<file path="config.mk">
export PLATFORM = sky130hd
export DESIGN_NAME = lzop_block_chain_walker
export DESIGN_NICKNAME = d
export VERILOG_FILES = /design/src/rtl/core/lbcw_pkg.sv /design/src/rtl/core/lbcw_walker.sv /design/src/rtl/core/lbcw_out_reg.sv /design/src/rtl/core/lzop_block_chain_walker.sv
export SDC_FILE = /design/constraint.sdc
export NUM_CORES = 1
export LEC_CHECK = 0
export BUFFER_PORTS_ARGS = -buffer_cell sky130_fd_sc_hd__buf_2
export CAP_MARGIN = 25
export CELL_PAD_IN_SITES_DETAIL_PLACEMENT = 0
export CELL_PAD_IN_SITES_GLOBAL_PLACEMENT = 2
export CORE_UTILIZATION = 40
export DETAILED_ROUTE_END_ITERATION = 12
export PLACE_DENSITY_LB_ADDON = 0.1
export SYNTH_ARGS = -nofsm -noshare
export SYNTH_HDL_FRONTEND = slang
export SYNTH_SLANG_ARGS = --single-unit
</file>
<file path="constraint.sdc">
create_clock -name clk -period 19.1 [get_ports clk]
set_clock_uncertainty 0.1 [all_clocks]
set_input_delay 3.82 -clock clk [delete_from_list [all_inputs] [get_ports clk]]
set_output_delay 3.82 -clock clk [all_outputs]
set_load 0.05 [all_outputs]
</file>
<file path="src/rtl/core/lbcw_pkg.sv">
// Shared types and constants for the lzop block chain walker.
package lbcw_pkg;

  localparam int unsigned WordBytes = 4;

  // Configuration register indexes
  localparam logic REG_CHECKSUM_SELECT = 1'b0;
  localparam logic REG_MAX_TOTAL       = 1'b1;

  localparam logic [3:0]  CHECKSUM_SELECT_RESET = 4'h0;
  localparam logic [47:0] MAX_TOTAL_RESET       = 48'h0000_FFFF_FFFF;

  typedef enum logic [1:0] {
    ST_VALID   = 2'd0,
    ST_INVALID = 2'd1,
    ST_TRUNC   = 2'd2
  } status_t;

  typedef struct packed {
    status_t     status;
    logic [31:0] stream_length;
    logic [31:0] block_count;
    logic [47:0] total_uncompressed;
  } result_t;

endpackage

</file>
<file path="src/rtl/core/lbcw_walker.sv">
// Block chain walk state and its per-byte next-state logic.
module lbcw_walker (
  input  logic                  clk,
  input  logic                  rst,
  input  logic                  take,
  input  logic [7:0]            data_byte,
  input  logic                  first_byte,
  input  logic                  last_byte,
  input  logic [3:0]            checksum_select,
  input  logic [47:0]           max_total,
  output logic                  res_valid,
  output lbcw_pkg::result_t     res
);

  typedef enum logic [2:0] {
    PH_IDLE, PH_PLAIN, PH_PACKED, PH_CHECK, PH_PAYLOAD, PH_DONE
  } phase_t;

  phase_t      phase, phase_next;
  logic [1:0]  field_byte_index, field_byte_index_next;
  logic [31:0] plain_length, plain_length_next;
  logic [31:0] packed_length, packed_length_next;
  logic [31:0] skip_remaining, skip_remaining_next;
  logic [31:0] bytes_consumed, bytes_consumed_next;
  logic [47:0] uncompressed_sum, uncompressed_sum_next;
  logic [31:0] blocks_seen, blocks_seen_next;
  logic        emit;
  lbcw_pkg::status_t emit_status;

  always_comb begin
    logic [4:0]  cs;
    logic [48:0] sum_wide;
    logic [31:0] skip_dec;
    phase_t      ph;

    cs       = '0;
    sum_wide = '0;
    skip_dec = '0;
    ph       = first_byte ? PH_PLAIN : phase;

    phase_next            = ph;
    field_byte_index_next = first_byte ? 2'd0 : field_byte_index;
    plain_length_next     = first_byte ? '0 : plain_length;
    packed_length_next    = first_byte ? '0 : packed_length;
    skip_remaining_next   = first_byte ? '0 : skip_remaining;
    bytes_consumed_next   = first_byte ? '0 : bytes_consumed;
    uncompressed_sum_next = first_byte ? '0 : uncompressed_sum;
    blocks_seen_next      = first_byte ? '0 : blocks_seen;
    emit                  = 1'b0;
    emit_status           = lbcw_pkg::ST_TRUNC;

    if (ph != PH_IDLE && ph != PH_DONE) begin
      if (bytes_consumed_next != 32'hFFFF_FFFF) begin
        bytes_consumed_next = bytes_consumed_next + 32'd1;
      end
      skip_dec = (skip_remaining_next != '0) ? skip_remaining_next - 32'd1 : '0;

      unique case (ph)
        PH_PLAIN: begin
          plain_length_next = {plain_length_next[23:0], data_byte};
          if (field_byte_index_next == 2'd3) begin
            field_byte_index_next = 2'd0;
            if (plain_length_next == '0) begin
              // End marker: judge the whole stream
              emit = 1'b1;
              emit_status = (blocks_seen_next != '0 && uncompressed_sum_next != '0 &&
                             uncompressed_sum_next <= max_total)
                            ? lbcw_pkg::ST_VALID : lbcw_pkg::ST_INVALID;
            end else begin
              phase_next         = PH_PACKED;
              packed_length_next = '0;
            end
          end else begin
            field_byte_index_next = field_byte_index_next + 2'd1;
          end
        end
        PH_PACKED: begin
          packed_length_next = {packed_length_next[23:0], data_byte};
          if (field_byte_index_next == 2'd3) begin
            field_byte_index_next = 2'd0;
            if (packed_length_next == '0 || packed_length_next > plain_length_next) begin
              emit = 1'b1;
              emit_status = lbcw_pkg::ST_TRUNC;
            end else begin
              cs = 5'(lbcw_pkg::WordBytes) *
                   (5'(checksum_select[0]) + 5'(checksum_select[1]) +
                    ((packed_length_next < plain_length_next)
                     ? 5'(checksum_select[2]) + 5'(checksum_select[3]) : 5'd0));
              if (cs != '0) begin
                phase_next          = PH_CHECK;
                skip_remaining_next = 32'(cs);
              end else begin
                phase_next          = PH_PAYLOAD;
                skip_remaining_next = packed_length_next;
              end
            end
          end else begin
            field_byte_index_next = field_byte_index_next + 2'd1;
          end
        end
        PH_CHECK: begin
          skip_remaining_next = skip_dec;
          if (skip_dec == '0) begin
            phase_next          = PH_PAYLOAD;
            skip_remaining_next = packed_length_next;
          end
        end
        default: begin
          skip_remaining_next = skip_dec;
          if (skip_dec == '0) begin
            // Block complete
            sum_wide = {1'b0, uncompressed_sum_next} + {17'd0, plain_length_next};
            uncompressed_sum_next = sum_wide[48] ? 48'hFFFF_FFFF_FFFF : sum_wide[47:0];
            if (blocks_seen_next != 32'hFFFF_FFFF) begin
              blocks_seen_next = blocks_seen_next + 32'd1;
            end
            phase_next            = PH_PLAIN;
            field_byte_index_next = 2'd0;
            plain_length_next     = '0;
          end
        end
      endcase

      if (!emit && last_byte) begin
        emit = 1'b1;
        emit_status = lbcw_pkg::ST_TRUNC;
      end
      if (emit) begin
        phase_next = PH_DONE;
      end
    end
  end

  assign res_valid                  = take && emit;
  assign res.status                 = emit_status;
  assign res.stream_length          = bytes_consumed_next;
  assign res.block_count            = blocks_seen_next;
  assign res.total_uncompressed     = uncompressed_sum_next;

  always_ff @(posedge clk) begin
    if (rst) begin
      phase            <= PH_IDLE;
      field_byte_index <= '0;
      plain_length     <= '0;
      packed_length    <= '0;
      skip_remaining   <= '0;
      bytes_consumed   <= '0;
      uncompressed_sum <= '0;
      blocks_seen      <= '0;
    end else if (take) begin
      phase            <= phase_next;
      field_byte_index <= field_byte_index_next;
      plain_length     <= plain_length_next;
      packed_length    <= packed_length_next;
      skip_remaining   <= skip_remaining_next;
      bytes_consumed   <= bytes_consumed_next;
      uncompressed_sum <= uncompressed_sum_next;
      blocks_seen      <= blocks_seen_next;
    end
  end

  // A result always closes the walk
  a_emit_closes: assert property (@(posedge clk) disable iff (rst)
    res_valid |=> phase == PH_DONE)
    else $error("walk not closed after result");

  // No result from a closed or idle walk unless restarted
  a_quiet_when_closed: assert property (@(posedge clk) disable iff (rst)
    (phase == PH_DONE || phase == PH_IDLE) && !first_byte |-> !res_valid)
    else $error("result from closed walk");

  // Checksum skip counts never exceed four words
  a_check_bound: assert property (@(posedge clk) disable iff (rst)
    phase == PH_CHECK |-> skip_remaining <= 32'd16)
    else $error("checksum skip out of range");

endmodule

</file>
<file path="src/rtl/core/lbcw_out_reg.sv">
// Output register holding one finished result until it is taken.
module lbcw_out_reg (
  input  logic              clk,
  input  logic              rst,
  input  logic              load,
  input  lbcw_pkg::result_t load_res,
  input  logic              out_ready,
  output logic              out_valid,
  output lbcw_pkg::result_t out_res
);

  always_ff @(posedge clk) begin
    if (rst) begin
      out_valid <= 1'b0;
    end else if (load) begin
      out_valid <= 1'b1;
    end else if (out_ready) begin
      out_valid <= 1'b0;
    end
  end

  always_ff @(posedge clk) begin
    if (load) begin
      out_res <= load_res;
    end
  end

endmodule

</file>
<file path="src/rtl/core/lzop_block_chain_walker.sv">
// Top level of the lzop block chain walker: config registers, walker, output stage.
//
// Walks the block chain of an lzop stream one byte per item, starting at the
// byte flagged first_byte. Each block's big-endian uncompressed and compressed
// lengths are read, the enabled checksum words (packed ones only for a block
// that is really compressed) and the payload are skipped, and complete blocks
// and their uncompressed bytes are counted with saturation. One result item
// comes out per walk: on the end marker (status 0 valid or 1 invalid), on a bad
// compressed length, or on a last_byte that does not end the walk (status 2).
// Bytes outside a walk are taken and dropped. Rate: one item per clock; the
// byte's state update is combinational logic (a 32-bit skip decrement and a
// 48-bit saturating add/compare) feeding the walk registers, and a result lands
// in an output register, so in_ready only drops when that register is full and
// out_ready is low. out_valid rises in the cycle after the ending byte is taken.
// checksum_select and max_total are written through cfg_write/cfg_index/cfg_data;
// the user must write them only while the block is idle; the block does not enforce it.
module lzop_block_chain_walker (
  input  logic        clk,
  input  logic        rst,
  // configuration
  input  logic        cfg_write,
  input  logic        cfg_index,
  input  logic [47:0] cfg_data,
  // byte items in
  input  logic        in_valid,
  output logic        in_ready,
  input  logic [7:0]  data_byte,
  input  logic        first_byte,
  input  logic        last_byte,
  // result items out
  output logic        out_valid,
  input  logic        out_ready,
  output logic [1:0]  status,
  output logic [31:0] stream_length,
  output logic [31:0] block_count,
  output logic [47:0] total_uncompressed
);

  logic [3:0]        checksum_select;
  logic [47:0]       max_total;
  logic              take;
  logic              res_valid;
  lbcw_pkg::result_t res;
  lbcw_pkg::result_t out_res;

  // Configuration registers
  always_ff @(posedge clk) begin
    if (rst) begin
      checksum_select <= lbcw_pkg::CHECKSUM_SELECT_RESET;
      max_total       <= lbcw_pkg::MAX_TOTAL_RESET;
    end else if (cfg_write) begin
      unique case (cfg_index)
        lbcw_pkg::REG_CHECKSUM_SELECT: checksum_select <= cfg_data[3:0];
        lbcw_pkg::REG_MAX_TOTAL:       max_total       <= cfg_data;
        default: ;
      endcase
    end
  end

  // Take a byte whenever the output register has room for a possible result
  assign in_ready = !out_valid || out_ready;
  assign take     = in_valid && in_ready;

  lbcw_walker u_walker (
    .clk             (clk),
    .rst             (rst),
    .take            (take),
    .data_byte       (data_byte),
    .first_byte      (first_byte),
    .last_byte       (last_byte),
    .checksum_select (checksum_select),
    .max_total       (max_total),
    .res_valid       (res_valid),
    .res             (res)
  );

  lbcw_out_reg u_out_reg (
    .clk       (clk),
    .rst       (rst),
    .load      (res_valid),
    .load_res  (res),
    .out_ready (out_ready),
    .out_valid (out_valid),
    .out_res   (out_res)
  );

  assign status             = out_res.status;
  assign stream_length      = out_res.stream_length;
  assign block_count        = out_res.block_count;
  assign total_uncompressed = out_res.total_uncompressed;

  // Status is one of the three defined codes
  a_status_code: assert property (@(posedge clk) disable iff (rst)
    out_valid |-> status != 2'd3)
    else $error("undefined status code");

  // Every result covers at least the byte that ended the walk
  a_nonzero_length: assert property (@(posedge clk) disable iff (rst)
    out_valid |-> stream_length != 32'd0)
    else $error("result with zero stream length");

  // A stream with no complete block is never valid
  a_valid_needs_block: assert property (@(posedge clk) disable iff (rst)
    out_valid && block_count == 32'd0 |-> status != lbcw_pkg::ST_VALID)
    else $error("valid status without blocks");

endmodule

</file>
; After elaboration in Yosys (flattened, before gate mapping)
; Index checks and enable logic that the tools add are counted.
[totals]
wordCells = 122
mem_bits_rw = 0
mem_count = 0
input_bits = 64
regBits = 380
latchBits = 0
romBits = 0
[op_classes]
div = 0
magnitude_cmp = 3
shifts = 0
n_eq_ne = 7
n_addsub = 8
muxes = 59
reduce_logical = 25
bitwise = 5
mul = 0
[op_table]
columns = op, n
row1 = $mux W32, 22
row2 = $mux W48, 5
row3 = $pmux W32 S2, 2
row4 = $logic_not A32 Y1, 3
row5 = $pmux W32 S3, 1
row6 = $add A32 B1 Y32 const B, 2
row7 = $ne A32 B32 Y1 const B, 2
row8 = $reduce_bool A32 Y1, 2
row9 = $add A48 B32 Y49, 1
row10 = $le A48 B48 Y1, 1
row11 = $reduce_bool A48 Y1, 1
row12 = $mux W3, 11
row13 = $gt A32 B32 Y1, 1
row14 = $lt A32 B32 Y1, 1
row15 = $sub A32 B1 Y32 const B, 1
row16 = $mux W1, 11
row17 = $pmux W3 S3, 1
row18 = $mux W2, 4
row19 = $eq A3 B2 Y1 const B, 2
row20 = $logic_and A1 B1 Y1, 6
row21 = $not A1 Y1, 5
row22 = $reduce_bool A5 Y1, 1
row23 = $reduce_or A5 Y1, 1
row24 = $add A1 B1 Y2, 2
row25 = other kinds (14), 18

; Logic depth before layout (Yosys ltp)
[depth]
ltp_word = 14
mapped_depth = 26

; Hierarchy
; Synthesis repeated with hierarchy kept, for this count alone.
[unflattened]
hier_cells = 2745
area_unflattened_um2 = 23177.2
[by_module_without_submodules]
columns = mod, area_per_inst_um2, n_inst, cells_each
row1 = lbcw_walker, 17596.9, 1, 2424
row2 = lbcw_out_reg, 3462.1, 1, 118
row3 = lzop_block_chain_walker, 2118.3, 1, 203

; Least setup slack after synthesis
; OpenSTA, ideal clock, no wires.
[synth_path]
path_type = input -> register
from = input first_byte
to = register, netlist name u_out_reg.out_res[0]
arrival_time_ns = 12.555
stages = 18
setup_slack_ns = 5.857
n_path_buf = 9
cell_sequence = buf_2 -> buf_2 -> buf_2 -> buf_1 -> clkbuf_1 -> clkbuf_1 -> clkbuf_1 -> clkbuf_1 -> clkbuf_1 -> nor2b_1 -> ha_1 -> nand4_1 -> nor4_1 -> nand2_1 -> a21oi_1 -> nor3b_1 -> a22o_1 -> nor2_1
[synth_between]
elab_chain_cells = 13
[synth_rtl]
columns = element, line_no
row1 = start: declaration, lzop_block_chain_walker.sv:28  ; input logic first_byte,
row2 = $mux W32 (on tied branches), "lbcw_walker.sv:44, lbcw_walker.sv:43"
row3 = $gt A32 B32 Y1 or $logic_not A32 Y1 (tied branches), lbcw_walker.sv:81  ; if (packed_length_next == '0 || packed_length_next > plain_length_next) begin
row4 = $logic_or A1 B1 Y1, lbcw_walker.sv:81
row5 = $mux W1, lbcw_walker.sv:81
row6 = $mux W1, lbcw_walker.sv:79  ; if (field_byte_index_next == 2'd3) begin
row7 = $pmux W1 S2, lbcw_walker.sv:58  ; unique case (ph)
row8 = $mux W1, lbcw_walker.sv:52  ; if (ph != PH_IDLE && ph != PH_DONE) begin
row9 = $logic_not A1 Y1, lbcw_walker.sv:124  ; if (!emit && last_byte) begin
row10 = $logic_and A1 B1 Y1, lbcw_walker.sv:124
row11 = $mux W1, lbcw_walker.sv:124
row12 = $mux W1, lbcw_walker.sv:52
row13 = $mux W1 *, lbcw_walker.sv:52
row14 = $logic_and A1 B1 Y1 *, lbcw_walker.sv:134  ; assign res_valid = take && emit;
row15 = named net res_valid, lzop_block_chain_walker.sv:42  ; logic res_valid;
; The timed path passes the listed nets; every way through them passes the cells marked *. The select of a mux whose other input is x is not followed.
; A chain may end at the register's enable or synchronous reset.

; Final worst setup path
[layout_path]
from = input first_byte
to = register u_walker.uncompressed_sum[8]
[layout_between]
elab_chain_cells = 7
[layout_rtl]
columns = element, line_no
row1 = $mux W32, lbcw_walker.sv:45  ; skip_remaining_next = first_byte ? '0 : skip_remaining;
row2 = $sub A32 B1 Y32 or $reduce_bool A32 Y1 (tied branches), lbcw_walker.sv:56  ; skip_dec = (skip_remaining_next != '0) ? skip_remaining_next - 32'd1 : '0;
row3 = $mux W32, lbcw_walker.sv:56
row4 = $logic_not A32 Y1, lbcw_walker.sv:110  ; if (skip_dec == '0) begin
row5 = $mux W48, lbcw_walker.sv:110
row6 = $mux W48, lbcw_walker.sv:58
row7 = $mux W48 *, lbcw_walker.sv:52
row8 = end signal: assignment, lbcw_walker.sv:157  ; uncompressed_sum <= uncompressed_sum_next;
row9 = end: declaration, lbcw_walker.sv:25  ; logic [47:0] uncompressed_sum, uncompressed_sum_next;
; Mark *: on every way between the ends. The rest lies on a longest branch, timed or not.

==> Flow_metrics.wiki <==
{| class="wikitable"
! Metric !! Value
|-
| Clock tree from TritonCTS || yes
|-
| Share of async-settable or async-resettable flops after synthesis || 0%
|-
| Area of the core || 0.0579 mm^2
|-
| Count of nets after finishing || 3157
|-
| Path class of the lowest-slack min-delay path || register to register
|-
| Routability congestion estimate from global placement || 0.889
|-
| Die Y || 245 um
|-
| Distinct cell type count of the synthesized netlist || 93
|-
| Maximum fanout along the worst path || 53
|-
| Area growth syn-to-layout || 13.3%
|-
| Post-layout total power || 0.00226 W
|-
| Sum of buffers and inverters on the critical path || 4
|-
| Number of antenna violations at the first check in global routing || 0
|-
| Reported leakage power || 10.8 nW
|-
| Total routing resource utilization after global routing || 28.3%
|-
| Mapped Nets || 3069
|-
| Highest attainable clock frequency || 0.103 GHz
|-
| Clk Tree Root Cell || sky130_fd_sc_hd__clkbuf_16
|-
| Max Slew Vio Count || 0
|-
| HPWL Detailed || 62.2 mm
|-
| Floorplan die width || 245 um
|-
| Largest stage delay, worst path || 0.80 ns
|-
| Residual DRC count || 0
|-
| Clock Tree Buf Depth || 3
|-
| Length in cells of the worst reg-to-reg path || 11
|-
| Launch point of the worst reg-to-reg path || u_walker.packed_length[20]$_SDFFE_PP0P_
|-
| Post-synthesis sequential area ratio || 37.2%
|-
| Number of buffers inserted during clock tree synthesis || 46
|-
| Synthesized netlist cell count || 2883
|-
| Buffers inserted by post-CTS timing repair || 0
|-
| Aggregate negative setup slack || 0 ns
|-
| Number of core rows || 88
|-
| Via Count || 22600
|-
| WL final || 86.2 mm
|-
| Average wire length per cell after detail routing || 22.8 um
|-
| Setup Viol. Count Final || 0
|-
| IR Drop Worst-Case VDD || 0.0606 mV
|-
| Detail Route Antenna Nets || 0
|-
| First-pass GRT wire length || 131 mm
|-
| Netlist area before placement || 0.0235 mm^2
|-
| Outcome || completed
|-
| Full die area || 0.0598 mm^2
|-
| First-pass detailed-route iteration total || 5
|-
| Post-synthesis sequential element count || 380
|-
| Cell depth of the worst min-delay path || 2
|-
| Slowest stage cell on the critical path || sky130_fd_sc_hd__nand4b_1
|-
| Worst-skew pair later-pin latency || 0.60 ns
|-
| Worst Tran Pin Value || 1.02 ns
|-
| Number of synthesized flops with an enable pin || 114
|-
| Normalized max-slew margin || 31.6%
|-
| Number of filler cells placed in the layout || 5893
|-
| Data arrival time of the critical path || 10.13 ns
|-
| Largest net degree at the start of global routing || 80
|-
| Final critical delay including setup and external delays || 9.71 ns
|-
| PwrDens || 84.8 mW/mm^2
|-
| Final Hold Violating Endpoints || 0
|-
| Req. time, crit path || 19.51 ns
|-
| Average footprint of a synthesized cell || 8.16 um^2
|-
| Number of gates resized after CTS || 0
|-
| DR iter-0 viols || 1975
|-
| Final worst hold slack || 0.348 ns
|-
| Number of levels the H-tree was split into || 2
|-
| Crit. End Element || register
|-
| Reg-to-reg setup timing slack || 13.65 ns
|-
| Count of synthesis-stage warnings from yosys || 0
|-
| End of the worst hold path || u_walker.uncompressed_sum[13]$_SDFFE_PP0P_
|-
| Cell breakdown of the critical path || buf_6, inv_2, buf_4, nand2_1, ha_1, buf_4, a21boi_0, nand4b_1, nand4_1, and3_1, nand2_1, a21oi_2, nand3_1, a2bb2oi_1, nor2_1
|-
| Drt via density || 5.98
|-
| Worst r2r dst || u_out_reg.out_res[69]$_DFFE_PP_
|-
| Gate family responsible for the most delay along the worst path || simple AND/OR/NAND/NOR gates
|-
| Start-to-end type of the worst setup path || input pin to register
|-
| Antenna Cells || 0
|-
| Final global-route overflow total || 0
|-
| Port Buffers || 179
|-
| Proportion of layout cells with a drive suffix above 1 || 11.6%
|-
| Via count of the first global-routing pass || 21400
|-
| Starting Density || 40.6%
|-
| Post-layout util || 46.0%
|-
| Clock slew at the register clock pins of the worst setup and hold paths || 0.06 ns
|-
| Number of maximum-capacitance constraint violations || 0
|-
| Final worst path period share || 50.9%
|-
| Element type at the critical path start || input pin
|-
| Hold Path Origin || u_walker.uncompressed_sum[13]$_SDFFE_PP0P_
|-
| Unrepaired setup endpoints after global routing || no
|-
| Predominant post-synthesis flop cell || sky130_fd_sc_hd__dfxtp_1
|-
| TritonCTS Sinks || 380
|-
| CTS Hold Bufs || 0
|-
| Number of primary I/O pins || 180
|}
sequential cells by signal, summed over array words and instances, names as in the netlist, 4 cells and up:
signal / cells
u_walker.packed_length: 32
u_out_reg.out_res: 114
u_walker.skip_remaining: 32
checksum_select: 4
u_walker.blocks_seen: 32
u_walker.plain_length: 32
u_walker.bytes_consumed: 32
u_walker.uncompressed_sum: 48
max_total: 48
worst register-to-register path: cells and delay by family, from the launching register on:
kind                       cells  cell delay, ns
DFF                            1            0.48
and+or+nand+nor                6            1.83
adders and majority gates      1            0.24
buffers and inverters          2            1.36
AOI/OAI and AO/OA              2            0.96
metal layers:
| metal | routed length [um] | track usage, % |
|---|---|---|
| met4 | 2710 | 9.60 |
| met5 | 0 | 0 |
| met2 | 39400 | 45.5 |
| met1 | 38200 | 38.8 |
| met3 | 5870 | 3.85 |
worst max path at each step:
stage | endpoint | slack [ns] | startpoint | cells after the start
2_1_floorplan | u_out_reg.out_res[0]$_DFFE_PP_ | 5.86 | first_byte | 18
3_3_place_gp | u_walker.uncompressed_sum[34]$_SDFFE_PP0P_ | 8.99 | first_byte | 15
3_5_place_dp | u_walker.uncompressed_sum[34]$_SDFFE_PP0P_ | 8.90 | first_byte | 15
4_1_cts | u_walker.uncompressed_sum[8]$_SDFFE_PP0P_ | 9.51 | first_byte | 15
5_1_grt | u_walker.uncompressed_sum[16]$_SDFFE_PP0P_ | 9.00 | first_byte | 15
6_report | u_walker.uncompressed_sum[8]$_SDFFE_PP0P_ | 9.39 | first_byte | 15
power breakdown:
| group | internal [W] | total [W] | switching (W) |
|---|---|---|---|
| logic | 0.000123 | 0.000442 | 0.000319 |
| registers | 0.000858 | 0.000883 | 0.0000252 |
| clock network | 0.000557 | 0.000934 | 0.000377 |
cells in the final DEF, fill, tap and decap left out, types with 9 or more instances in the layout:
master                      instances
sky130_fd_sc_hd__a211oi_1          14
sky130_fd_sc_hd__a21o_1            53
sky130_fd_sc_hd__a21oi_1          198
sky130_fd_sc_hd__a221o_1           13
sky130_fd_sc_hd__a22o_1             9
sky130_fd_sc_hd__a22oi_1           60
sky130_fd_sc_hd__a31oi_1           35
sky130_fd_sc_hd__a32oi_1           13
sky130_fd_sc_hd__and2_1            13
sky130_fd_sc_hd__and3_1            38
sky130_fd_sc_hd__buf_2            177
sky130_fd_sc_hd__buf_4             38
sky130_fd_sc_hd__clkbuf_16         49
sky130_fd_sc_hd__clkinv_2           9
sky130_fd_sc_hd__dfxtp_1          266
sky130_fd_sc_hd__edfxtp_1         114
sky130_fd_sc_hd__ha_1             120
sky130_fd_sc_hd__inv_1            128
sky130_fd_sc_hd__mux2i_1           13
sky130_fd_sc_hd__nand2_1          355
sky130_fd_sc_hd__nand2b_1          19
sky130_fd_sc_hd__nand3_1           76
sky130_fd_sc_hd__nand4_1           65
sky130_fd_sc_hd__nor2_1           243
sky130_fd_sc_hd__nor2b_1           99
sky130_fd_sc_hd__nor3_1            62
sky130_fd_sc_hd__nor4_1            58
sky130_fd_sc_hd__o211ai_1          52
sky130_fd_sc_hd__o21a_1            10
sky130_fd_sc_hd__o21ai_0          203
sky130_fd_sc_hd__o22ai_1           11
sky130_fd_sc_hd__o2bb2ai_1         13
sky130_fd_sc_hd__o31a_1             9
sky130_fd_sc_hd__o31ai_1           32
sky130_fd_sc_hd__o32ai_1           15
sky130_fd_sc_hd__or3_1             30
sky130_fd_sc_hd__or4_1             13
sky130_fd_sc_hd__xnor2_1           71
sky130_fd_sc_hd__xor2_1            39
synthesized netlist by cell type (64+ instances only):
cell                       number  share of area, %
sky130_fd_sc_hd__nand4_1       65               1.7
sky130_fd_sc_hd__nor3_1        64               1.4
sky130_fd_sc_hd__a21oi_1      198               4.2
sky130_fd_sc_hd__ha_1         120               6.4
sky130_fd_sc_hd__edfxtp_1     114                15
sky130_fd_sc_hd__o21ai_0      204               4.3
sky130_fd_sc_hd__xnor2_1       71               2.6
sky130_fd_sc_hd__nand2_1      356               5.7
sky130_fd_sc_hd__dfxtp_1      266                23
sky130_fd_sc_hd__clkbuf_1     142               2.3
sky130_fd_sc_hd__inv_1        129               2.1
sky130_fd_sc_hd__nand3_1       76               1.6
sky130_fd_sc_hd__nor2_1       246               3.9
sky130_fd_sc_hd__nor2b_1       99               2.6
logic make-up after synthesis:
| group | Yosys count | synth area share, % |
|---|---|---|
| simple gates | 1128 | 23.7 |
| compound gates | 818 | 22.6 |
| flops | 380 | 37.2 |
| buf+inv | 309 | 5.14 |
| fa+ha+maj | 122 | 6.55 |
| xor+xnor | 110 | 4.10 |
| mux | 16 | 0.697 |
layout make-up:
cell class,count,area (um^2),area share (%)
clock inverter,24,284,1.07
tap,765,957,3.59
timing repair buffer,218,1210,4.53
inverter,131,492,1.84
sequential,380,8750,32.8
multi-input combinational,2194,13600,51.2
clock buffer,62,1330,4.97
per-stage QoR:
| step | area (um^2) | worst slack [ns] | instances |
|---|---|---|---|
| after global routing | 26700 | 9.00 | 3774 |
| final | 26700 | 9.39 | 3774 |
| after global placement | 25000 | 8.99 | 3686 |
| after detailed placement | 25000 | 8.90 | 3686 |
| after CTS | 26600 | 9.51 | 3772 |
| after floorplan | 23500 | 5.86 | 2883 |
No activity file was read; power rests on OpenSTA's default activity.
